`src/assert_macros.svh`:
```
// Assertion macros shared by the stencil sweep RTL.
// Included by every module that checks its own control logic.
`ifndef ASSERT_MACROS_SVH
`define ASSERT_MACROS_SVH

// Same-cycle implication, disabled during reset.
`define JSS_ASSERT_IMPL(label, clk, rst, ante, cons) \
  label: assert property (@(posedge clk) disable iff (rst) (ante) |-> (cons)) \
    else $error("stencil sweep: property violated");

// Next-cycle implication, disabled during reset.
`define JSS_ASSERT_NEXT(label, clk, rst, ante, cons) \
  label: assert property (@(posedge clk) disable iff (rst) (ante) |=> (cons)) \
    else $error("stencil sweep: property violated");

`endif

```
`src/jss_pkg.sv`:
```
// Shared types, sizes and helpers of the Jacobi stencil sweep.
// Used by the front end, queue, back end and top level; depends on nothing.
package jss_pkg;

  localparam int MAX_ROWS    = 1024;
  localparam int MAX_COLS    = 1024;
  localparam int STORE_DEPTH = MAX_COLS + 2;
  localparam int ADDR_W      = $clog2(STORE_DEPTH);
  localparam int ROW_W       = $clog2(MAX_ROWS + 2);
  localparam int SIZE_W      = 11;
  localparam int DATA_W      = 16;
  localparam int SUM_W       = 19;
  localparam int RECIP_SHIFT = 21;
  localparam int RECIP_K     = (2 ** RECIP_SHIFT + 4) / 5;
  localparam int QUEUE_DEPTH = 4;
  localparam int QPTR_W      = $clog2(QUEUE_DEPTH);
  localparam int APB_ADDR_W  = 3;
  localparam int APB_DATA_W  = 32;

  typedef enum logic {
    KIND_CELL   = 1'b0,
    KIND_REPORT = 1'b1
  } kind_t;

  typedef enum logic {
    REG_ROWS = 1'b0,
    REG_COLS = 1'b1
  } reg_index_t;

  typedef struct packed {
    logic [SIZE_W-1:0] rows;
    logic [SIZE_W-1:0] cols;
  } size_cfg_t;

  typedef struct packed {
    logic [DATA_W-1:0] sample;
    logic [DATA_W-1:0] up;
    logic [DATA_W-1:0] left;
    logic [DATA_W-1:0] right;
    logic [DATA_W-1:0] centre;
    logic              active;
    logic              last;
  } stencil_t;

  function automatic logic [SIZE_W-1:0] clamp_size(input logic [SIZE_W-1:0] v,
                                                   input logic [SIZE_W-1:0] hi);
    logic [SIZE_W-1:0] res;
    res = v;
    if (v == '0) begin
      res = SIZE_W'(1);
    end else if (v > hi) begin
      res = hi;
    end
    return res;
  endfunction

endpackage

```
`src/jss_back.sv`:
```
// Back end: five-point sum, divide by five, change tracking and output register.
// Depends on jss_pkg and assert_macros.svh; pops jss_queue.
`include "assert_macros.svh"

module jss_back (
  input  logic                       clk,
  input  logic                       rst,
  input  logic                       q_valid,
  input  jss_pkg::stencil_t          q_data,
  output logic                       q_pop,
  output logic                       m_tvalid,
  input  logic                       m_tready,
  output logic [jss_pkg::DATA_W-1:0] m_tdata,
  output jss_pkg::kind_t             m_tuser,
  output logic                       m_tlast
);
  import jss_pkg::*;

  logic                  adv;
  logic [SUM_W-1:0]      sum;
  logic                  s1_valid;
  logic [SUM_W-1:0]      s1_sum;
  logic [DATA_W-1:0]     s1_centre;
  logic                  s1_active;
  logic                  s1_last;
  logic [SUM_W-1:0]      dividend;
  logic [SUM_W-1:0]      recip;
  logic [2*SUM_W-1:0]    prod;
  logic                  s2_valid;
  logic [DATA_W-1:0]     s2_value;
  logic [DATA_W-1:0]     s2_centre;
  logic                  s2_active;
  logic                  s2_last;
  logic [DATA_W-1:0]     diff;
  logic [DATA_W-1:0]     cand;
  logic [DATA_W-1:0]     mx;
  logic [DATA_W-1:0]     largest;

  // The whole pipe moves when the output register is free or being drained.
  assign adv   = !m_tvalid || m_tready;
  assign q_pop = adv && q_valid;

  assign sum = SUM_W'(q_data.up) + SUM_W'(q_data.sample) + SUM_W'(q_data.left) +
               SUM_W'(q_data.right) + SUM_W'(q_data.centre);

  // Round to nearest: (sum + 2) / 5 through a reciprocal, exact for this range.
  assign dividend = s1_sum + SUM_W'(2);
  assign recip    = SUM_W'(RECIP_K);
  assign prod     = dividend * recip;

  assign diff = (s2_value >= s2_centre) ? s2_value - s2_centre : s2_centre - s2_value;
  assign cand = s2_active ? diff : '0;
  assign mx   = (cand > largest) ? cand : largest;

  always_ff @(posedge clk) begin
    if (rst) begin
      s1_valid <= 1'b0;
      s2_valid <= 1'b0;
      m_tvalid <= 1'b0;
      largest  <= '0;
    end else if (adv) begin
      s1_valid  <= q_valid;
      s1_sum    <= sum;
      s1_centre <= q_data.centre;
      s1_active <= q_data.active;
      s1_last   <= q_data.last;

      s2_valid  <= s1_valid;
      s2_value  <= prod[RECIP_SHIFT+DATA_W-1:RECIP_SHIFT];
      s2_centre <= s1_centre;
      s2_active <= s1_active;
      s2_last   <= s1_last;

      m_tvalid <= s2_valid;
      if (s2_valid) begin
        if (s2_last) begin
          m_tdata <= mx;
          m_tuser <= KIND_REPORT;
          m_tlast <= 1'b1;
          largest <= '0;
        end else begin
          m_tdata <= s2_value;
          m_tuser <= KIND_CELL;
          m_tlast <= 1'b0;
          largest <= mx;
        end
      end
    end
  end

  `JSS_ASSERT_NEXT(a_report_clears_max, clk, rst, adv && s2_valid && s2_last, largest == '0)

endmodule

```
`config.mk`:
```
export PLATFORM = sky130hd
export DESIGN_NAME = jss_back
export DESIGN_NICKNAME = d
export VERILOG_FILES = /design/src/jss_pkg.sv /design/src/jss_back.sv
export VERILOG_INCLUDE_DIRS = /design/src /design/src/src
export SDC_FILE = /design/constraint.sdc
export NUM_CORES = 1
export LEC_CHECK = 0
export BUFFER_PORTS_ARGS = -buffer_cell sky130_fd_sc_hd__buf_2
export CORE_MARGIN = 4
export CORE_UTILIZATION = 65
export CTS_CLUSTER_SIZE = 14
export DETAILED_ROUTE_END_ITERATION = 10
export PLACE_DENSITY = 0.94
export REMOVE_ABC_BUFFERS = 1
export SLEW_MARGIN = 20
export SYNTH_ARGS = -nofsm -noshare
export SYNTH_HDL_FRONTEND = slang
export SYNTH_SLANG_ARGS = --single-unit
```
`constraint.sdc`:
```
create_clock -name clk -period 16.39 [get_ports clk]
set_input_delay 3.278 -clock clk [delete_from_list [all_inputs] [get_ports clk]]
set_output_delay 3.278 -clock clk [all_outputs]
set_load 0.01 [all_outputs]
```
==> impl_metrics.toml, run 1 <==
[cts]
cts_tree = "yes"
clk_pin_slew_ns = 0.08
cts_buffer_depth = 2
numCtsBuffers = 9
clock_latency_ns = 0.37
cts_resized = 0
postCtsSetupBuffers = 0
cts-root-buf = "clkbuf_16"
cts_sinks = 107
cts_hold_buf = 0
cts_max_level = 3

[finish]
antennaDiodeCount = 0
fillers = 1425
drive_above_1_share_pct = 9.47
final_cells = 1733
syn_to_final_growth_pct = 8.16
regArea_um2 = 3020
nNetsFinal = 1930
multiInputGateArea_um2 = 9900

[worst_setup_path]
end_kind = "register"
worstPathArrival_ns = 7.68
r2r_cells = 25
cp-start-kind = "register"
slowest_stage = "a2111oi_0"
critPathMaxStageDelay_ns = 0.59
path_delay_family = "adder cells"
path_buf_inv = 5
worst-setup-path-type = "reg -> reg"
cp_num_cells = 25
worstPathRequired_ns = 16.51
path_max_fanout = 4

[worst_hold_path]
hp-class = "reg -> reg"
hold_depth = 0

[yosys]
ys_warn_count = 0
ys.flop_type = "edfxtp_1"
avgSynthCellArea_um2 = 10.3
ys_ff_latch = 107
synth-seq-area-share_pct = 21.5
synth_top_family_by_area = "adder cells"
synth_cell_type_count = 68
async_reset_ff_share_pct = 0
syn_area_um2 = 14000
synth_xor_area_share_pct = 6.36
synth-edff-count = 88
synthSimpleGateAreaFrac_pct = 8.22
muxShareOfSynthArea_pct = 0.972
synthCells = 1357
yosys.area_share.adder_pct = 43.7
synth_compound_area_share_pct = 11.2

[placed_design]
port_buffers = 105
place.gp.congestion = 1.10
dp.cells = 1717
post-dp-hpwl_um = 28200

[die]
rows = 53
core_um2 = 21200
die_h_um = 155
io_pins = 106
start_util_pct = 66.4
die_x_um = 155
dieArea_um2 = 24000

[route]
routedWlPerCell_um = 19.3
drc = 0
avgViaCountPerCell = 6.07
ant_nets = 0
drt_first_pass_iters = 6
vias = 10500
drt_iter0_drc = 825
wl_um = 33500

[global_route]
grt.met1_usage_pct = 33.5
grt_pass1_wl_um = 54100
grt_util_met2_pct = 51.2
grt_use_total_pct = 28.4
top_usage_layer = "met2"
grt_pass1_vias = 11000
gr-total-overflow = 0
use_met3_pct = 5.54
antenna_found_initial = 0
grt_max_degree = 72

[sta]
tns_ns = 0
max_freq_mhz = 132
tightest_slew_ns = 1.08
period_share_pct = 46.1
finalSetupViolCount = 0
rsz0062_at_grt = "no"
min_period_ns = 7.56
finalMaxSlewViolations = 0
maxSlewHeadroom_pct = 27.5
hold_viol = 0
whs_ns = 0.417
finClkSkew_ns = 0.00812

[status]
run_status = "finished clean"

[flow_run]
drv_cap = 0
## cells by family (layout without fill, tap and decap cells)
group / Yosys count / after routing
adders and majority gates: 391 / 391
DFF: 107 / 107
xor gates and xnor gates: 102 / 102
muxes: 13 / 13
AOI/OAI and AO/OA: 227 / 227
buffers and inverters: 295 / 396
and+or+nand+nor: 222 / 222
## Yosys cell counts (4+ instances only)
cell type	instances	area, um^2
a211o_1	4	35.0
a211oi_1	6	45.0
a21o_1	35	263
a21oi_1	46	230
a221o_1	5	50.1
a22o_1	7	61.3
a2bb2o_1	4	40.0
a2bb2oi_1	6	52.6
a31oi_1	6	37.5
and2_1	22	138
and3_1	14	87.6
and4_1	6	52.6
buf_2	4	20.0
clkbuf_1	17	63.8
dfxtp_1	19	380
edfxtp_1	88	2640
fa_1	165	3300
ha_1	226	2830
inv_1	270	1010
mux2i_1	11	110
nand2_1	39	146
nand2b_1	6	37.5
nand3_1	18	90.1
nand4_1	7	43.8
nor2_1	57	214
nor2b_1	20	125
nor3_1	15	75.1
nor3b_1	4	30.0
o211ai_1	6	45.0
o21a_1	13	97.6
o21ai_0	45	225
o21bai_1	6	45.0
o31ai_1	5	37.5
xnor2_1	72	631
xor2_1	30	263
## worst register-to-register path, stage by stage, from the launching register on
cell       delay (ns)
edfxtp_1         0.47
and3_1           0.23
and3_1           0.23
nand3_1          0.21
nor2_1           0.08
xnor2_1          0.42
inv_1            0.16
ha_1             0.39
fa_1             0.51
inv_1            0.06
fa_1             0.53
inv_1            0.05
fa_1             0.49
fa_1             0.50
inv_1            0.05
fa_1             0.52
inv_1            0.04
ha_1             0.30
a211oi_1         0.21
o21ai_0          0.16
a2111oi_0        0.59
o211ai_1         0.31
and2_1           0.26
a31oi_1          0.29
o21bai_1         0.12
xor2_1           0.15
## layer usage
| layer | wire length [um] | up-vias | share of wire, % |
|---|---|---|---|
| li1 | - | 4751 | - |
| met1 | 12400 | 5111 | 37 |
| met3 | 2650 | 129 | 7.9 |
| met4 | 1420 | 0 | 4.2 |
| met2 | 17000 | 535 | 51 |
| met5 | 0 | - | 0 |
## worst paths after layout
path	slack, ns	startpoint	to
setup / recovery	8.83	s1_sum[4]	s2_value[10]
hold reg to reg	0.42	s1_centre[6]	s2_centre[6]
hold / removal	0.42	s1_centre[6]	s2_centre[6]
setup reg to reg	8.83	s1_sum[4]	s2_value[10]
## metrics by stage
stage                     area (um^2)  util (%)  setup slack, ns
after floorplan                 13900         -             9.47
after global placement          14800      70.1             8.95
after detailed placement        14800      70.1             8.75
after CTS                       15200      71.7             8.84
after global routing            15200      71.8             8.45
final                           15200      71.8             8.83
## area by class of cell
class	instances	area share [%]
Multi-Input combinational cell	955	65.2
Sequential cell	107	19.9
Inverter	271	6.70
Timing Repair Buffer	109	3.66
Tap cell	275	2.27
Clock buffer	10	1.65
Clock inverter	6	0.585
## sequential cells by signal, summed over array words and instances (netlist names)
name,count
s2_active,1
s2_last,1
s1_sum,19
s1_last,1
s1_valid,1
s2_centre,16
s2_value,16
s1_centre,16
m_tdata,16
m_tlast,1
m_tvalid,1
s1_active,1
largest,16
s2_valid,1
## cell usage in the layout, fill, tap and decap left out, types with 4 or more instances in the layout
master     count
inv_1        270
ha_1         226
fa_1         165
buf_2        105
edfxtp_1      88
xnor2_1       72
nor2_1        56
a21oi_1       46
o21ai_0       45
nand2_1       39
a21o_1        35
xor2_1        30
and2_1        22
nor2b_1       20
dfxtp_1       19
nand3_1       18
nor3_1        15
and3_1        14
o21a_1        13
mux2i_1       11
clkbuf_16     10
nand4_1        7
a22o_1         7
and4_1         6
o21bai_1       6
o211ai_1       6
a211oi_1       6
nand2b_1       6
a31oi_1        6
a2bb2oi_1      6
o31ai_1        5
a221o_1        5
a211o_1        4
a2bb2o_1       4
buf_4          4
Power of run 1 is left out: the tool's default activity adds up to more than one toggle a clock period on the data nets, which glitch-free logic cannot reach.
==> inputs of run 2 (changes only) <==
Settings changed: ABC_AREA set to 1, CORE_UTILIZATION 65 to 63, PLACE_DENSITY 0.94 to 0.92.
Clock period 16.39 ns to 7 ns, I/O delays scaled along.
==> run 2 against run 1 <==
Compared with the run above:
- wire length rose by 20%
- first-iteration DRC count grew 29%
- synthesized cell count grew 32%
- cell area grew 8.9%
- clock-buffer cell count up 1
- setup slack got worse by 8.5 ns
- sequential share of layout area shrank 1.6 points
- die area rose by 11%
- critical path type unchanged
==> impl_metrics.toml, run 2 <==
[cts]
cts-root-buf = "clkbuf_16"
numCtsBuffers = 9
cts_buffer_depth = 2
clock_latency_ns = 0.37
cts_hold_buf = 0
clk_pin_slew_ns = 0.08
cts_tree = "yes"
cts_sinks = 107
cts_max_level = 3

[die]
core_um2 = 23600
die_x_um = 163
start_util_pct = 64.4
die_h_um = 163
rows = 56
io_pins = 106
dieArea_um2 = 26700

[global_route]
grt_max_degree = 41
gr-total-overflow = 0
grt_use_total_pct = 31.0
grt_pass1_vias = 13300
grt_pass1_wl_um = 64700
antenna_found_initial = 1

[finish]
nNetsFinal = 2382
syn_to_final_growth_pct = 8.67
antennaDiodeCount = 0
largest_register = "s1_sum"
layout_common_cells = "402 x inv_1, 345 x nand2_1, 226 x ha_1"
final_common_cell = "inv_1"
final_cells = 2229
utilization_pct = 70.0
drive_above_1_share_pct = 8.32
largest_register_ffs = 19

[sta]
tightest_slew_ns = 0.894
whs_ns = 0.423
layout_setup_ws_ns = 0.327
finalSetupViolCount = 0
min_period_ns = 6.67
max_freq_mhz = 150
finClkSkew_ns = 0.0114
maxSlewHeadroom_pct = 40.2
period_share_pct = 95.3
hold_viol = 0
finalMaxSlewViolations = 0

[route]
routedWlPerCell_um = 18.1
avgViaCountPerCell = 5.66
drc = 0
ant_nets = 0
wl_um = 40300
vias = 12600
drt_first_pass_iters = 5
drt_iter0_drc = 1067

[worst_setup_path]
r2r_end = "s2_value[12]"
r2r-start = "s1_sum[1]"
crit_start = "s1_sum[1]"
reg2reg_slack_ns = 0.33
r2r_cells = 25
worstPathRequired_ns = 7.11
worstPathArrival_ns = 6.79
cp-start-kind = "register"
worst-setup-path-type = "reg -> reg"
path_max_fanout = 5
end_kind = "register"
cp-endpoint = "s2_value[12]"

[yosys]
synth_area_leaders = "fa_1 22%, ha_1 19%, edfxtp_1 17%"
yosysMostFrequentCell = "inv_1"
yosys-top-cells-count = "402 x inv_1, 345 x nand2_1, 226 x ha_1"
yosysTopAreaCell = "fa_1"
avgSynthCellArea_um2 = 8.50
ys.flop_type = "edfxtp_1"
synthCells = 1790
yosysTopAreaCellShare_pct = 21.7
synth_cell_type_count = 46
synth-seq-area-share_pct = 19.9
syn_area_um2 = 15200
ys_ff_latch = 107
async_reset_ff_share_pct = 0
ys_warn_count = 0
synth-edff-count = 88

[placed_design]
port_buffers = 105
post-dp-hpwl_um = 34600
place_ws_ns = 0.268
place.gp.congestion = 1.07
dp.cells = 2211

[flow_run]
drv_cap = 0

[worst_hold_path]
hold_depth = 0
hp-class = "reg -> reg"

[status]
run_status = "finished clean"
==> run 2: what timing repair did <==
item                                   4_1_cts  5_1_grt
endpoints found under the hold margin        0        0
setup buffers                                0        2
setup endpoints to repair                    0        6
gates resized for setup                      0        3
==> run 2: logic make-up (layout without fill, tap and decap cells) <==
family / after synthesis / after routing / share of synthesized area [%]
simple gates: 569 / 569 / 15.9
buf+inv: 421 / 541 / 10.5
fa+ha+maj: 391 / 391 / 40.3
compound gates: 199 / 199 / 7.27
flops: 107 / 107 / 19.9
xor+xnor: 103 / 103 / 6.20
==> run 2: worst min path at each step <==
stage / start / endpoint / slack, ns
finish: s1_centre[5] / s2_centre[5] / 0.42
global route: s1_centre[5] / s2_centre[5] / 0.44
CTS: s1_centre[5] / s2_centre[5] / 0.42
detailed placement: s1_centre[5] / s2_centre[5] / 0.40
global placement: s1_centre[13] / s2_centre[13] / 0.40
floorplan: s1_active / s2_active / 0.40
==> run 2: per-stage QoR <==
stage	setup TNS [ns]	area, um^2
detailed placement	0	16200
floorplan	0	15100
global route	-0.00330	16500
finish	0	16500
global placement	0	16200
CTS	0	16500
==> run 2: worst max-delay path, cell delays in order, from the launching register on <==
cell,delay (ns)
edfxtp_1,0.44
ha_1,0.29
nand3_4,0.13
nor3_4,0.30
nand2_4,0.10
nor2_8,0.16
nand2_2,0.11
nor2_1,0.15
xor2_1,0.29
ha_1,0.38
ha_1,0.33
inv_1,0.05
fa_1,0.49
inv_1,0.05
fa_1,0.46
fa_1,0.54
inv_1,0.06
fa_1,0.53
inv_1,0.04
ha_1,0.35
nand2_1,0.14
nor4_2,0.36
nand3_1,0.13
nand3_1,0.23
a31oi_1,0.14
xor2_1,0.16
==> run 2: area by class of cell <==
class                      instances  area, um^2
multi-input combinational       1262       10600
fill                            1800        7090
sequential                       107        3020
inverter                         404        1520
timing repair buffer             121         646
tap                              319         399
clock buffer                      11         264
clock inverter                     5        62.6
==> run 2: per-layer routing <==
metal  vias up  global-route usage, %  share of wire [%]
met5         -                      0              0.027
met2       565                   56.2                 51
met1      5969                   34.4                 36
li1       5903                      -                  -
met4         2                   16.3                6.5
met3       182                   6.13                6.8
Power of run 2 is left out for the same reason.
==> inputs of run 3 (changes only) <==
Settings changed: ABC_AREA 1 to not set.
==> run 3 against run 2 <==
Compared with the run above:
- cell area down 5.8%
- sequential share of layout area up 1.1 points
- wire length decreased by 17%
- register-to-register slack got worse by 0.12 ns
- worst hold slack about the same
- global-route usage fell by 3.0 points
- die area is 7.3% lower
- critical path depth unchanged
- flip-flop and latch count is the same
- first-iteration DRC count fell by 33%
- clock skew is 0.0035 ns lower
- critical path type unchanged
- largest cell class unchanged
==> impl_metrics.toml, run 3 (synthesis gave the netlist of run 1 again) <==
[cts]
clk_pin_slew_ns = 0.08
cts_buffer_depth = 2
cts_hold_buf = 0
cts_tree = "yes"
cts_sinks = 107
cts-root-buf = "clkbuf_16"
cts_max_level = 3
clock_latency_ns = 0.36
numCtsBuffers = 9

[finish]
design_area_um2 = 15600
layout_common_cells = "270 x inv_1, 225 x ha_1, 165 x fa_1"
largest_register_ffs = 19
largest_register = "s1_sum"
syn_to_final_growth_pct = 10.9
final_common_cell = "inv_1"
nNetsFinal = 1976
drive_above_1_share_pct = 13.0
antennaDiodeCount = 0

[route]
vias = 10300
drt_first_pass_iters = 5
avgViaCountPerCell = 5.75
ant_nets = 0
drt_iter0_drc = 714
drc = 0
wl_um = 33400
routedWlPerCell_um = 18.7

[sta]
finalMaxSlewViolations = 0
max_freq_mhz = 147
finalSetupViolCount = 0
tightest_slew_ns = 0.901
whs_ns = 0.423
period_share_pct = 97.1
hold_viol = 0
finClkSkew_ns = 0.00787
layout_setup_ws_ns = 0.206
min_period_ns = 6.79
maxSlewHeadroom_pct = 39.9

[worst_setup_path]
path_common_cell = "fa_1"
worst-setup-path-type = "reg -> reg"
worstPathArrival_ns = 6.90
cp-start-kind = "register"
reg2reg_slack_ns = 0.21
worstPathRequired_ns = 7.11
critPathMaxStageDelay_ns = 0.58
path_buf_inv = 4
path_delay_family = "adder cells"
path_max_fanout = 4
slowest_stage = "fa_1"
end_kind = "register"

[global_route]
grt_use_total_pct = 28.0
grt_pass1_vias = 11000
antenna_found_initial = 0
grt_max_degree = 72
gr-total-overflow = 0
grt_pass1_wl_um = 54300

[placed_design]
post_dp_cell_area_um2 = 15100
post-dp-hpwl_um = 29000
place_ws_ns = -0.156
place.gp.congestion = 1.03
port_buffers = 105

[die]
io_pins = 106
die_x_um = 157
core_um2 = 21900
die_h_um = 157
start_util_pct = 64.1
rows = 54
dieArea_um2 = 24700

[worst_hold_path]
hp-class = "reg -> reg"

[flow_run]
drv_cap = 0

[status]
run_status = "finished clean"
-- run 3: changes by cell type in the layout (fill, tap and decap cells not counted), moves of 34 or more --
| cell | before | now |
|---|---|---|
| inv_1 | 402 | 270 |
| xnor2_1 | 24 | 70 |
| nand2_1 | 345 | 39 |
| nand3_1 | 111 | 17 |
| xor2_1 | 75 | 30 |
| buf_4 | 16 | 50 |
| a21oi_1 | 100 | 46 |
-- run 3: layout make-up --
class                      instances  area, um^2
clock inverter                     7        77.6
tap                              280         350
multi-input combinational        955        9970
clock buffer                       9         225
inverter                         271        1020
fill                            1515        6330
sequential                       107        3020
timing repair buffer             155         901
-- run 3: worst paths after layout --
kind,from,end,cells past startpoint
setup / recovery,s1_sum[4],s2_value[15],25
hold / removal,s1_centre[13],s2_centre[13],0
setup reg to reg,s1_sum[4],s2_value[15],25
hold reg to reg,s1_centre[13],s2_centre[13],0
-- run 3: what timing repair did --
action                     CTS  global route
setup endpoints to repair    7            11
buffers inserted             0             9
pin swaps                    0             6
gates resized for setup      2            15
-- run 3: through the flow --
| stage | std cells | util [%] | setup TNS [ns] |
|---|---|---|---|
| floorplan | 1333 | - | 0 |
| global placement | 1759 | 69.1 | 0 |
| detailed placement | 1759 | 69.1 | -0.483 |
| CTS | 1775 | 70.5 | 0 |
| global route | 1784 | 71.1 | -0.0620 |
| finish | 1784 | 71.1 | 0 |
-- run 3: layer usage --
| layer | global-route usage, % | vias to the layer above | part of all wire, % |
|---|---|---|---|
| met5 | 0 | - | 0 |
| li1 | - | 4830 | - |
| met2 | 51.4 | 346 | 52 |
| met4 | 9.14 | 0 | 3.6 |
| met3 | 4.23 | 86 | 5.5 |
| met1 | 33.8 | 5002 | 39 |
Power of run 3 is left out for the same reason.
