### src/assert_macros.svh
// Assertion macros shared by the stencil sweep RTL.
// Included by every module that checks its own control logic.
`ifndef ASSERT_MACROS_SVH
`define ASSERT_MACROS_SVH

// Same-cycle implication, disabled during reset.
`define JSS_ASSERT_IMPL(label, clk, rst, ante, cons) \
  label: assert property (@(posedge clk) disable iff (rst) (ante) |-> (cons)) \
    else $error("stencil sweep: property violated");

// Next-cycle implication, disabled during reset.
`define JSS_ASSERT_NEXT(label, clk, rst, ante, cons) \
  label: assert property (@(posedge clk) disable iff (rst) (ante) |=> (cons)) \
    else $error("stencil sweep: property violated");

`endif

### src/jss_pkg.sv
// Shared types, sizes and helpers of the Jacobi stencil sweep.
// Used by the front end, queue, back end and top level; depends on nothing.
package jss_pkg;

  localparam int MAX_ROWS    = 1024;
  localparam int MAX_COLS    = 1024;
  localparam int STORE_DEPTH = MAX_COLS + 2;
  localparam int ADDR_W      = $clog2(STORE_DEPTH);
  localparam int ROW_W       = $clog2(MAX_ROWS + 2);
  localparam int SIZE_W      = 11;
  localparam int DATA_W      = 16;
  localparam int SUM_W       = 19;
  localparam int RECIP_SHIFT = 21;
  localparam int RECIP_K     = (2 ** RECIP_SHIFT + 4) / 5;
  localparam int QUEUE_DEPTH = 4;
  localparam int QPTR_W      = $clog2(QUEUE_DEPTH);
  localparam int APB_ADDR_W  = 3;
  localparam int APB_DATA_W  = 32;

  typedef enum logic {
    KIND_CELL   = 1'b0,
    KIND_REPORT = 1'b1
  } kind_t;

  typedef enum logic {
    REG_ROWS = 1'b0,
    REG_COLS = 1'b1
  } reg_index_t;

  typedef struct packed {
    logic [SIZE_W-1:0] rows;
    logic [SIZE_W-1:0] cols;
  } size_cfg_t;

  typedef struct packed {
    logic [DATA_W-1:0] sample;
    logic [DATA_W-1:0] up;
    logic [DATA_W-1:0] left;
    logic [DATA_W-1:0] right;
    logic [DATA_W-1:0] centre;
    logic              active;
    logic              last;
  } stencil_t;

  function automatic logic [SIZE_W-1:0] clamp_size(input logic [SIZE_W-1:0] v,
                                                   input logic [SIZE_W-1:0] hi);
    logic [SIZE_W-1:0] res;
    res = v;
    if (v == '0) begin
      res = SIZE_W'(1);
    end else if (v > hi) begin
      res = hi;
    end
    return res;
  endfunction

endpackage

### src/jss_queue.sv
// Four-entry queue of stencil windows between front and back end.
// Depends on jss_pkg and assert_macros.svh.
`include "assert_macros.svh"

module jss_queue (
  input  logic              clk,
  input  logic              rst,
  input  logic              push,
  input  jss_pkg::stencil_t push_data,
  output logic              full,
  input  logic              pop,
  output logic              pop_valid,
  output jss_pkg::stencil_t pop_data
);
  import jss_pkg::*;

  stencil_t          entries [QUEUE_DEPTH];
  logic [QPTR_W-1:0] wr_ptr;
  logic [QPTR_W-1:0] rd_ptr;
  logic [QPTR_W:0]   count;

  assign full      = (count == (QPTR_W + 1)'(QUEUE_DEPTH));
  assign pop_valid = (count != '0);
  assign pop_data  = entries[rd_ptr];

  always_ff @(posedge clk) begin
    if (rst) begin
      wr_ptr <= '0;
      rd_ptr <= '0;
      count  <= '0;
    end else begin
      if (push) begin
        entries[wr_ptr] <= push_data;
        wr_ptr          <= wr_ptr + QPTR_W'(1);
      end
      if (pop) begin
        rd_ptr <= rd_ptr + QPTR_W'(1);
      end
      unique case ({push, pop})
        2'b10:   count <= count + (QPTR_W + 1)'(1);
        2'b01:   count <= count - (QPTR_W + 1)'(1);
        default: count <= count;
      endcase
    end
  end

  `JSS_ASSERT_IMPL(a_no_push_when_full, clk, rst, full, !push)
  `JSS_ASSERT_IMPL(a_no_pop_when_empty, clk, rst, !pop_valid, !pop)

endmodule

### config.mk
export PLATFORM = sky130hd
export DESIGN_NAME = jss_queue
export DESIGN_NICKNAME = d
export VERILOG_FILES = /design/src/jss_pkg.sv /design/src/jss_queue.sv
export VERILOG_INCLUDE_DIRS = /design/src /design/src/src
export SDC_FILE = /design/constraint.sdc
export NUM_CORES = 1
export LEC_CHECK = 0
export ABC_AREA = 1
export BUFFER_PORTS_ARGS = -buffer_cell sky130_fd_sc_hd__buf_4
export CAP_MARGIN = 20
export CORE_MARGIN = 2
export CORE_UTILIZATION = 45
export DETAILED_ROUTE_END_ITERATION = 16
export PLACE_DENSITY = 0.72
export SLEW_MARGIN = 15
export SYNTH_ARGS = -nofsm -noshare
export SYNTH_HDL_FRONTEND = slang
export SYNTH_SLANG_ARGS = --single-unit
### constraint.sdc
create_clock -name clk -period 10.6 [get_ports clk]
set_input_delay 2.12 -clock clk [delete_from_list [all_inputs] [get_ports clk]]
set_output_delay 2.12 -clock clk [all_outputs]
set_load 0.02 [all_outputs]
==> impl_metrics.py, run 1 <==
metrics = {
    "run_status": {
        "outcome": "completed",
    },
    "sta": {
        "worst_pin_slew_ns": 0.952,
        "post-route-min-period_ns": 5.22,
        "hold_violations": 0,
        "setup_tns_ns": 0,
        "holdWs_ns": 0.434,
        "finalClockSkew_ns": 0.0173,
        "post-route-period-util_pct": 49.3,
        "maxSlewHeadroom_pct": 36.5,
        "setup_viol": 0,
        "timing.final.max_slew_violations": 0,
        "rsz0062_at_grt": "no",
        "fmax_mhz": 191,
    },
    "synthesis": {
        "netlist_area_um2": 12700,
        "yosysWarningCount": 0,
        "synth_top_area_cell": "edfxtp_1",
        "async_flop_share_pct": 0,
        "synth.most_common_cell": "edfxtp_1",
        "synthTopCellsByArea": "edfxtp_1, nor2_1, o22ai_1",
        "synth-seq-cells": 337,
        "synthTopCellsByCount": "edfxtp_1, nor2_1, o21ai_0",
        "synth.avg_cell_area_um2": 14.9,
        "ys_types": 24,
        "synth_nets": 944,
        "synth_edf_count": 328,
        "ys_seq_area_share_pct": 79.0,
        "synth_flop_cell": "edfxtp_1",
        "synth_top_area_share_pct": 77.5,
        "netlist_instances": 852,
    },
    "worst_setup_path": {
        "end_kind": "output pin",
        "cp-start-kind": "flip-flop",
        "r2r_slack_ns": 8.81,
        "worst_path_largest_cell_delay_ns": 0.74,
        "worst_path_most_repeated_cell": "buf_4",
        "reg2reg_depth": 5,
        "crit_fanout": 103,
        "critPathRequiredTime_ns": 8.48,
        "worstPathCellList": "inv_6 -> buf_4 -> nor2_1 -> o22ai_1 -> buf_4",
        "rr_startpoint": "wr_ptr[0]",
        "reg2reg_to": "entries[2][59]",
        "path_class": "flip-flop to output pin",
        "arrival_ns": 3.10,
        "cp_slowest_cell": "buf_4",
    },
    "place": {
        "port_buffers": 169,
        "routabilityCongestion": 0.720,
        "placed_cell_area_um2": 14200,
        "place_hpwl_mm": 14.4,
    },
    "floorplan": {
        "fp.dieH_um": 172,
        "ios": 170,
        "die_area_um2": 29600,
        "core-area_um2": 27800,
        "start_util_pct": 45.7,
        "rows": 61,
        "dieWidth_um": 172,
    },
    "layout": {
        "drive_gt1_share_pct": 24.5,
        "nets": 1109,
        "fill_cells": 2243,
        "register_area_um2": 10000,
        "multi_input_area_um2": 2270,
        "fin_area_um2": 15300,
        "post-route-util_pct": 54.9,
        "diodes": 0,
        "syn2layout_area_growth_pct": 20.1,
    },
    "power_and_ir_drop": {
        "pwr_density_cell_nw_per_um2": 191,
        "p_total_mw": 2.92,
        "ir_worst_vdd_mv": 0.0995,
        "leakage_nw": 5.27,
    },
    "routing": {
        "drtIter0Drc": 481,
        "drt_wl_total_mm": 26.0,
        "firstDrtPassIters": 5,
        "drtAntennaViolNets": 0,
        "wl_per_cell_um": 18.3,
        "viasPerCell": 5.22,
        "drc_errors": 0,
        "vias": 7404,
    },
    "flow_run": {
        "cap_violations": 0,
    },
    "global_route": {
        "grt_pass1_wl_mm": 39.3,
        "grt_pass1_vias": 7510,
        "antenna_found_initial": 0,
        "grt_overflow": 0,
        "grt_max_degree": 104,
        "track_usage_pct": 17.4,
    },
    "cts": {
        "clockBufferDepth": 3,
        "cts_setup_buffers": 0,
        "cts.sinks": 337,
        "cts_hold_buf": 0,
        "numCtsBuffers": 35,
        "htree_num_levels": 2,
        "post_cts_resize_count": 0,
        "cts_tree": "done",
        "clk_latency_ns": 0.50,
        "ctsRootBufferMaster": "clkbuf_16",
        "clk_pin_slew_ns": 0.06,
    },
    "worst_hold_path": {
        "worstHoldPathCells": 1,
        "min_path_type": "flip-flop to flip-flop",
        "hold_path.startpoint": "rd_ptr[1]",
    },
}
[area by class of cell]
cell class                      instances  share of cell area (%)
Sequential cell                       337                    65.8
Multi-Input combinational cell        444                    14.9
Timing Repair Buffer                  181                    8.91
Clock buffer                           50                    6.46
Tap cell                              378                    3.10
Inverter                               18                   0.484
Clock inverter                         11                   0.361
[state kept, by name (all words and copies together), names as in the netlist, named ones only]
name / cells
entries: 328
wr_ptr: 2
count: 3
rd_ptr: 2
[power by group]
| part | switching [mW] | leakage (nW) | total, mW | internal, mW |
|---|---|---|---|---|
| combinational | 0.186 | 1.71 | 0.296 | 0.109 |
| sequential | 0.0148 | 3.06 | 1.51 | 1.50 |
| clock | 0.462 | 0.505 | 1.11 | 0.645 |
| total | 0.663 | 5.27 | 2.92 | 2.25 |
[kinds of logic (layout without fill, tap and decap cells)]
kind of cell | Yosys count | after routing | share of synthesized area [%]
AND/OR/NAND/NOR | 181 | 181 | 5.44
flip-flops | 337 | 337 | 79.0
adder cells (fa/ha/maj) | 6 | 6 | 0.650
AO/OA/AOI/OAI | 257 | 257 | 11.6
buffers and inverters | 71 | 260 | 3.40
[routing by layer]
metal  GRT usage [%]  share of wire (%)
met2            30.2                 49
met3            4.49                6.7
met5               0                  0
met1            21.3                 42
met4            5.74                2.4
[stage by stage]
step           worst slack [ns]  instances
3_3_place_gp               5.88       1358
3_5_place_dp               5.82       1358
4_1_cts                    5.30       1419
6_report                   5.38       1419
5_1_grt                    5.17       1419
2_1_floorplan              4.30        852
[cells in the final DEF, fill, tap and decap left out, drive strengths merged, types with 6 or more instances in the layout]
cell / netlist / routed
buf: 39 / 181
clkbuf: 14 / 50
clkinv: 0 / 11
dfxtp: 9 / 9
edfxtp: 328 / 328
inv: 18 / 17
nand2: 6 / 6
nor2: 171 / 171
o21ai: 170 / 170
o22ai: 82 / 82
[worst max-delay path, delay by kind of cell, from the launching register on]
family / cells / cell delay, ns
buf+inv: 3 / 1.59
flops: 1 / 0.56
compound gates: 1 / 0.29
simple gates: 1 / 0.08
[worst max-delay path by stage]
stage / slack [ns] / endpoint / start / cells after the start
2_1_floorplan: 4.30 / entries[0][0] / rst / 3
3_3_place_gp: 5.88 / pop_data[30] / flip-flop / 5
3_5_place_dp: 5.82 / pop_data[30] / flip-flop / 5
4_1_cts: 5.30 / pop_data[30] / flip-flop / 5
5_1_grt: 5.17 / pop_data[30] / flip-flop / 5
6_report: 5.38 / pop_data[30] / flip-flop / 5
No activity file was read; power rests on OpenSTA's default activity.
==> run 2, diff against run 1 <==
- ABC_AREA: 1 -> 0
- clock period: 10.6 -> 5.3 ns (I/O delays scaled with it)
==> run 2 against run 1 <==
  * First-iteration DRC count is 2.1% lower
  * Hold slack better by 0.082 ns
  * Sequential share of layout area is 0.25 points higher
  * Synthesized area is 2.7% lower
  * Non-clock buffer count is 2 lower
  * Sequential power is 100% higher
  * Die area is 2.7% lower
  * Worst setup slack worse by 3.6 ns
  * Critical path depth is 2 lower
  * Routed wire length is 15% lower
  * Synthesized cell count is 44% lower
==> impl_metrics.py, run 2 <==
metrics = {
    "layout": {
        "final_cell_mix": "edfxtp_1, buf_4, mux4_2",
        "nets": 765,
        "drive_gt1_share_pct": 45.1,
        "diodes": 0,
        "regMostFlops": "entries",
        "final_common_cell": "edfxtp_1",
        "fin_area_um2": 15200,
        "stdcell_count": 1039,
        "largest_reg_flops": 328,
        "syn2layout_area_growth_pct": 23.0,
        "top_regs": "entries: 328 flops, count: 3 flops",
    },
    "global_route": {
        "grt_overflow": 0,
        "grt_max_degree": 73,
        "grt_pass1_vias": 6017,
        "track_usage_pct": 15.6,
        "antenna_found_initial": 0,
        "grt_pass1_wl_mm": 34.0,
    },
    "power_and_ir_drop": {
        "switchingPower_mw": 1.29,
        "p_comb_share_pct": 9.5,
        "seq_power_share_pct": 49.4,
        "internal_power_mw": 4.90,
        "p_clk_share_pct": 41.1,
        "leakage_nw": 5.11,
        "pwr_density_cell_nw_per_um2": 407,
        "ir_worst_vdd_mv": 0.292,
        "switching_share_pct": 20.8,
    },
    "worst_hold_path": {
        "min_path_type": "flip-flop to flip-flop",
    },
    "sta": {
        "setup_tns_ns": 0,
        "setup_viol": 0,
        "fmax_mhz": 283,
        "maxSlewHeadroom_pct": 33.2,
        "finalClockSkew_ns": 0.0122,
        "hold_violations": 0,
        "worst_pin_slew_ns": 1.00,
        "timing.final.max_slew_violations": 0,
        "post-route-period-util_pct": 66.7,
        "holdWs_ns": 0.515,
        "rsz0062_at_grt": "no",
        "post-route-min-period_ns": 3.54,
    },
    "place": {
        "port_buffers": 169,
        "place_hpwl_mm": 13.2,
        "placed_cells": 974,
        "routabilityCongestion": 0.738,
        "placed_cell_area_um2": 13900,
    },
    "synthesis": {
        "synth.area.mux_share_pct": 15.1,
        "synth-seq-cells": 337,
        "netlist_instances": 476,
        "synth_xor_area_share_pct": 0.354,
        "yosysWarningCount": 0,
        "synth_top_area_cell": "edfxtp_1",
        "async_flop_share_pct": 0,
        "yosys.area_share.simple_pct": 0.658,
        "synth_top_family_by_area": "multiplexers",
        "synth.most_common_cell": "edfxtp_1",
        "synthTopCellsByCount": "edfxtp_1, mux4_2, dfxtp_1, nor2_1",
        "ys_types": 21,
        "synth.avg_cell_area_um2": 26.0,
        "ys_seq_area_share_pct": 81.2,
        "synth-compound-area-share_pct": 0.122,
        "synth_nets": 568,
        "netlist_area_um2": 12400,
        "synth_adder_area_share_pct": 0.668,
        "synth_top_area_share_pct": 79.7,
        "synth_edf_count": 328,
        "synth_flop_cell": "edfxtp_1",
        "synthTopCellsByArea": "edfxtp_1, mux4_2, dfxtp_1",
    },
    "floorplan": {
        "core-area_um2": 27000,
        "ios": 170,
        "dieWidth_um": 170,
        "rows": 60,
        "fp.dieH_um": 170,
        "die_area_um2": 28800,
        "start_util_pct": 45.8,
    },
    "cts": {
        "clockBufferDepth": 3,
        "post_cts_resize_count": 0,
        "clk_latency_ns": 0.51,
        "cts_setup_buffers": 0,
        "numCtsBuffers": 35,
        "cts_hold_buf": 0,
        "cts_tree": "done",
        "clk_pin_slew_ns": 0.06,
        "htree_num_levels": 2,
        "cts.sinks": 337,
        "ctsRootBufferMaster": "clkbuf_16",
    },
    "routing": {
        "viasPerCell": 5.30,
        "wl_per_cell_um": 21.2,
        "drt_wl_total_mm": 22.0,
        "drc_errors": 0,
        "vias": 5502,
        "firstDrtPassIters": 5,
        "drtAntennaViolNets": 0,
        "drtIter0Drc": 471,
    },
    "worst_setup_path": {
        "path_class": "flip-flop to output pin",
        "cp-start-kind": "flip-flop",
        "crit_fanout": 61,
        "arrival_ns": 2.48,
        "critPathRequiredTime_ns": 4.24,
        "end_kind": "output pin",
    },
    "run_status": {
        "outcome": "completed",
    },
    "flow_run": {
        "cap_violations": 0,
    },
}
-- run 2: cell count changes after synthesis, moves of 10 or more --
| cell | before | now |
|---|---|---|
| buf_2 | 18 | 8 |
| nor2_1 | 169 | 9 |
| o21ai_2 | 18 | 0 |
| clkbuf_1 | 14 | 2 |
| buf_6 | 13 | 1 |
| inv_1 | 16 | 6 |
| o22ai_1 | 80 | 0 |
| o21ai_0 | 90 | 1 |
| mux4_2 | 0 | 81 |
| o21ai_1 | 62 | 0 |
-- run 2: metrics by stage --
step	utilization, %	total power [mW]	worst slack [ns]
4_1_cts	56.1	6.25	1.66
3_5_place_dp	51.6	3.70	2.12
5_1_grt	56.4	6.39	1.56
2_1_floorplan	-	3.46	1.52
6_report	56.4	6.18	1.76
3_3_place_gp	51.6	3.68	2.21
-- run 2: area by class of cell --
cell class	count	area, um^2
fill	1973	11800
sequential	337	10000
multi-input combinational	114	2090
timing repair buffer	179	1400
clock buffer	44	941
tap	341	427
clock inverter	18	275
inverter	6	22.5
-- run 2: final timing paths --
kind,startpoint,end,slack [ns],depth (start not counted)
hold reg to reg,count[2],count[2],0.52,2
hold / removal,count[2],count[2],0.52,2
setup / recovery,flip-flop,pop_data[5],1.76,3
setup reg to reg,wr_ptr[0],entries[3][10],3.17,3
-- run 2: kinds of logic (layout without fill, tap and decap cells) --
kind of cell,Yosys count,count (layout)
adder cells (fa/ha/maj),6,6
multiplexers,83,83
XOR/XNOR,5,5
flip-flops,337,337
AND/OR/NAND/NOR,17,17
AO/OA/AOI/OAI,3,3
buffers and inverters,25,247
-- run 2: routing by layer --
layer	vias to the layer above	wire length, um	GRT usage, %
li1	2425	-	-
met1	2868	9140	20.2
met2	179	10900	25.9
met3	30	1630	4.64
met4	0	373	4.46
met5	-	0	0
-- run 2: power groups by stage --
stage / Combinational (mW) / Sequential, mW / Clock, mW
finish: 0.585 / 3.06 / 2.54
detailed placement: 0.589 / 3.12 / 0
global placement: 0.576 / 3.11 / 0
global route: 0.626 / 3.06 / 2.70
CTS: 0.591 / 3.06 / 2.60
floorplan: 0.378 / 3.08 / 0
-- run 2: worst max-delay path: stages, from the launching register on --
cell,delay (ns)
dfxtp_4,0.94
buf_4,0.46
mux4_2,0.39
buf_4,0.18
==> run 3, diff against run 2 <==
- clock period: 5.3 -> 3.7 ns (I/O delays scaled with it)
==> run 3 against run 2 <==
  * Die area stayed put
  * Non-clock buffer count is 2 lower
  * Register-to-register slack worse by 1.3 ns
  * Sequential power is 42% higher
  * Sequential share of layout area is 0.44 points higher
  * Clock skew is 0.0037 ns higher
  * Design area is 0.66% lower
  * Final cell count is 0.29% lower
  * Total power is 39% higher
  * Count of clock-buffer cells in the layout is 2 higher
  * Hold slack worse by 0.081 ns
  * Via count is 0.20% lower
==> impl_metrics.py, run 3 (synthesized netlist as in run 2, its figures left out) <==
metrics = {
    "run_status": {
        "outcome": "completed",
    },
    "sta": {
        "post-route-period-util_pct": 82.3,
        "finalClockSkew_ns": 0.0159,
        "setup_viol": 0,
        "maxSlewHeadroom_pct": 57.7,
        "timing.final.max_slew_violations": 0,
        "post-route-min-period_ns": 3.05,
        "hold_violations": 0,
        "fmax_mhz": 328,
        "setup_tns_ns": 0,
        "rsz0062_at_grt": "no",
        "worst_pin_slew_ns": 0.635,
    },
    "worst_setup_path": {
        "critPathRequiredTime_ns": 2.96,
        "worstPathCellList": "buf_4 -> mux4_2 -> buf_4",
        "r2r_slack_ns": 1.85,
        "path_class": "flip-flop to output pin",
        "critPathTopFamily": "buffers and inverters",
        "arrival_ns": 2.31,
        "reg2reg_depth": 4,
        "end_kind": "output pin",
        "worst_path_largest_cell_delay_ns": 0.59,
        "crit_fanout": 19,
        "rr_startpoint": "wr_ptr[1]",
        "reg2reg_to": "entries[1][5]",
        "cp_slowest_cell": "mux4_2",
        "cp-start-kind": "flip-flop",
        "crit_buf_inv": 2,
        "worst_path_most_repeated_cell": "buf_4",
    },
    "routing": {
        "viasPerCell": 5.30,
        "drc_errors": 0,
        "firstDrtPassIters": 4,
        "wl_per_cell_um": 21.3,
        "drt_wl_total_mm": 22.1,
        "drtIter0Drc": 467,
        "drtAntennaViolNets": 0,
        "vias": 5491,
    },
    "cts": {
        "post_cts_resize_count": 0,
        "clockBufferDepth": 3,
        "cts_hold_buf": 0,
        "cts.sinks": 337,
        "cts_setup_buffers": 0,
        "clk_pin_slew_ns": 0.06,
        "cts_tree": "done",
        "ctsRootBufferMaster": "clkbuf_16",
        "numCtsBuffers": 35,
        "clk_latency_ns": 0.50,
        "htree_num_levels": 2,
    },
    "floorplan": {
        "dieWidth_um": 170,
        "rows": 60,
        "die_area_um2": 28800,
        "ios": 170,
        "fp.dieH_um": 170,
        "start_util_pct": 45.8,
        "core-area_um2": 27000,
    },
    "layout": {
        "top_regs": "entries: 328 flops, count: 3 flops",
        "post-route-util_pct": 56.0,
        "final_cell_mix": "edfxtp_1, buf_4, mux4_2",
        "diodes": 0,
        "syn2layout_area_growth_pct": 22.2,
        "largest_reg_flops": 328,
        "register_area_um2": 10000,
        "nets": 763,
        "final_common_cell": "edfxtp_1",
        "fill_cells": 1967,
        "drive_gt1_share_pct": 44.6,
        "multi_input_area_um2": 2090,
        "regMostFlops": "entries",
    },
    "place": {
        "routabilityCongestion": 0.697,
        "place_hpwl_mm": 13.2,
        "port_buffers": 169,
    },
    "global_route": {
        "grt_pass1_vias": 6011,
        "antenna_found_initial": 0,
        "grt_pass1_wl_mm": 33.6,
        "track_usage_pct": 15.5,
        "grt_max_degree": 49,
        "grt_overflow": 0,
    },
    "worst_hold_path": {
        "min_path_type": "input pin to flip-flop",
        "worstHoldPathCells": 1,
        "hold_path.startpoint": "push_data[66]",
        "min_to": "entries[1][66]",
    },
    "power_and_ir_drop": {
        "p_total_mw": 8.58,
        "leakage_nw": 5.05,
        "pwr_density_cell_nw_per_um2": 568,
        "ir_worst_vdd_mv": 0.451,
    },
    "flow_run": {
        "cap_violations": 0,
    },
}
-- run 3: final cells by class --
| cell class | count | share of cell area [%] |
|---|---|---|
| clock buffer | 46 | 6.36 |
| clock inverter | 15 | 1.02 |
| inverter | 6 | 0.149 |
| multi-input combinational | 114 | 13.9 |
| sequential | 337 | 66.5 |
| tap | 341 | 2.83 |
| timing repair buffer | 177 | 9.30 |
-- run 3: through the flow --
stage | cell area, um^2 | worst slack [ns] | std cells | hold WS, ns
6_report | 15100 | 0.655 | 1036 | 0.434
5_1_grt | 15100 | 0.480 | 1036 | 0.410
4_1_cts | 15100 | 0.565 | 1036 | 0.407
3_5_place_dp | 14000 | 1.12 | 975 | 0.515
3_3_place_gp | 14000 | 1.13 | 975 | 0.474
2_1_floorplan | 12400 | 0.245 | 476 | 0.462
-- run 3: per-layer routing --
metal,share of wire [%],GRT usage [%],vias to the layer above
met5,0,0,-
met4,2.2,4.27,0
met3,7.3,4.92,44
met2,50,26.0,166
met1,40,19.7,2864
li1,-,-,2417
-- run 3: worst reg2reg max path: stages, from the launching register on --
cell	delay (ns)
dfxtp_1	0.33
inv_1	0.08
ha_1	0.14
and2_4	0.55
buf_12	0.39
-- run 3: how the worst max path moves through the flow --
stage,depth (start not counted),startpoint,to,slack [ns]
floorplan,3,rst,entries[0][0],0.24
global placement,3,flip-flop,pop_data[51],1.13
detailed placement,3,flip-flop,pop_data[65],1.12
CTS,3,flip-flop,pop_data[65],0.57
global route,3,flip-flop,pop_data[65],0.48
finish,3,flip-flop,pop_data[65],0.65
-- run 3: report_power, final --
group	switching, mW	leakage, nW	internal [mW]	total (mW)
Clock	1.33	0.536	2.04	3.37
Combinational	0.444	1.46	0.412	0.855
Sequential	0.0518	3.06	4.31	4.36
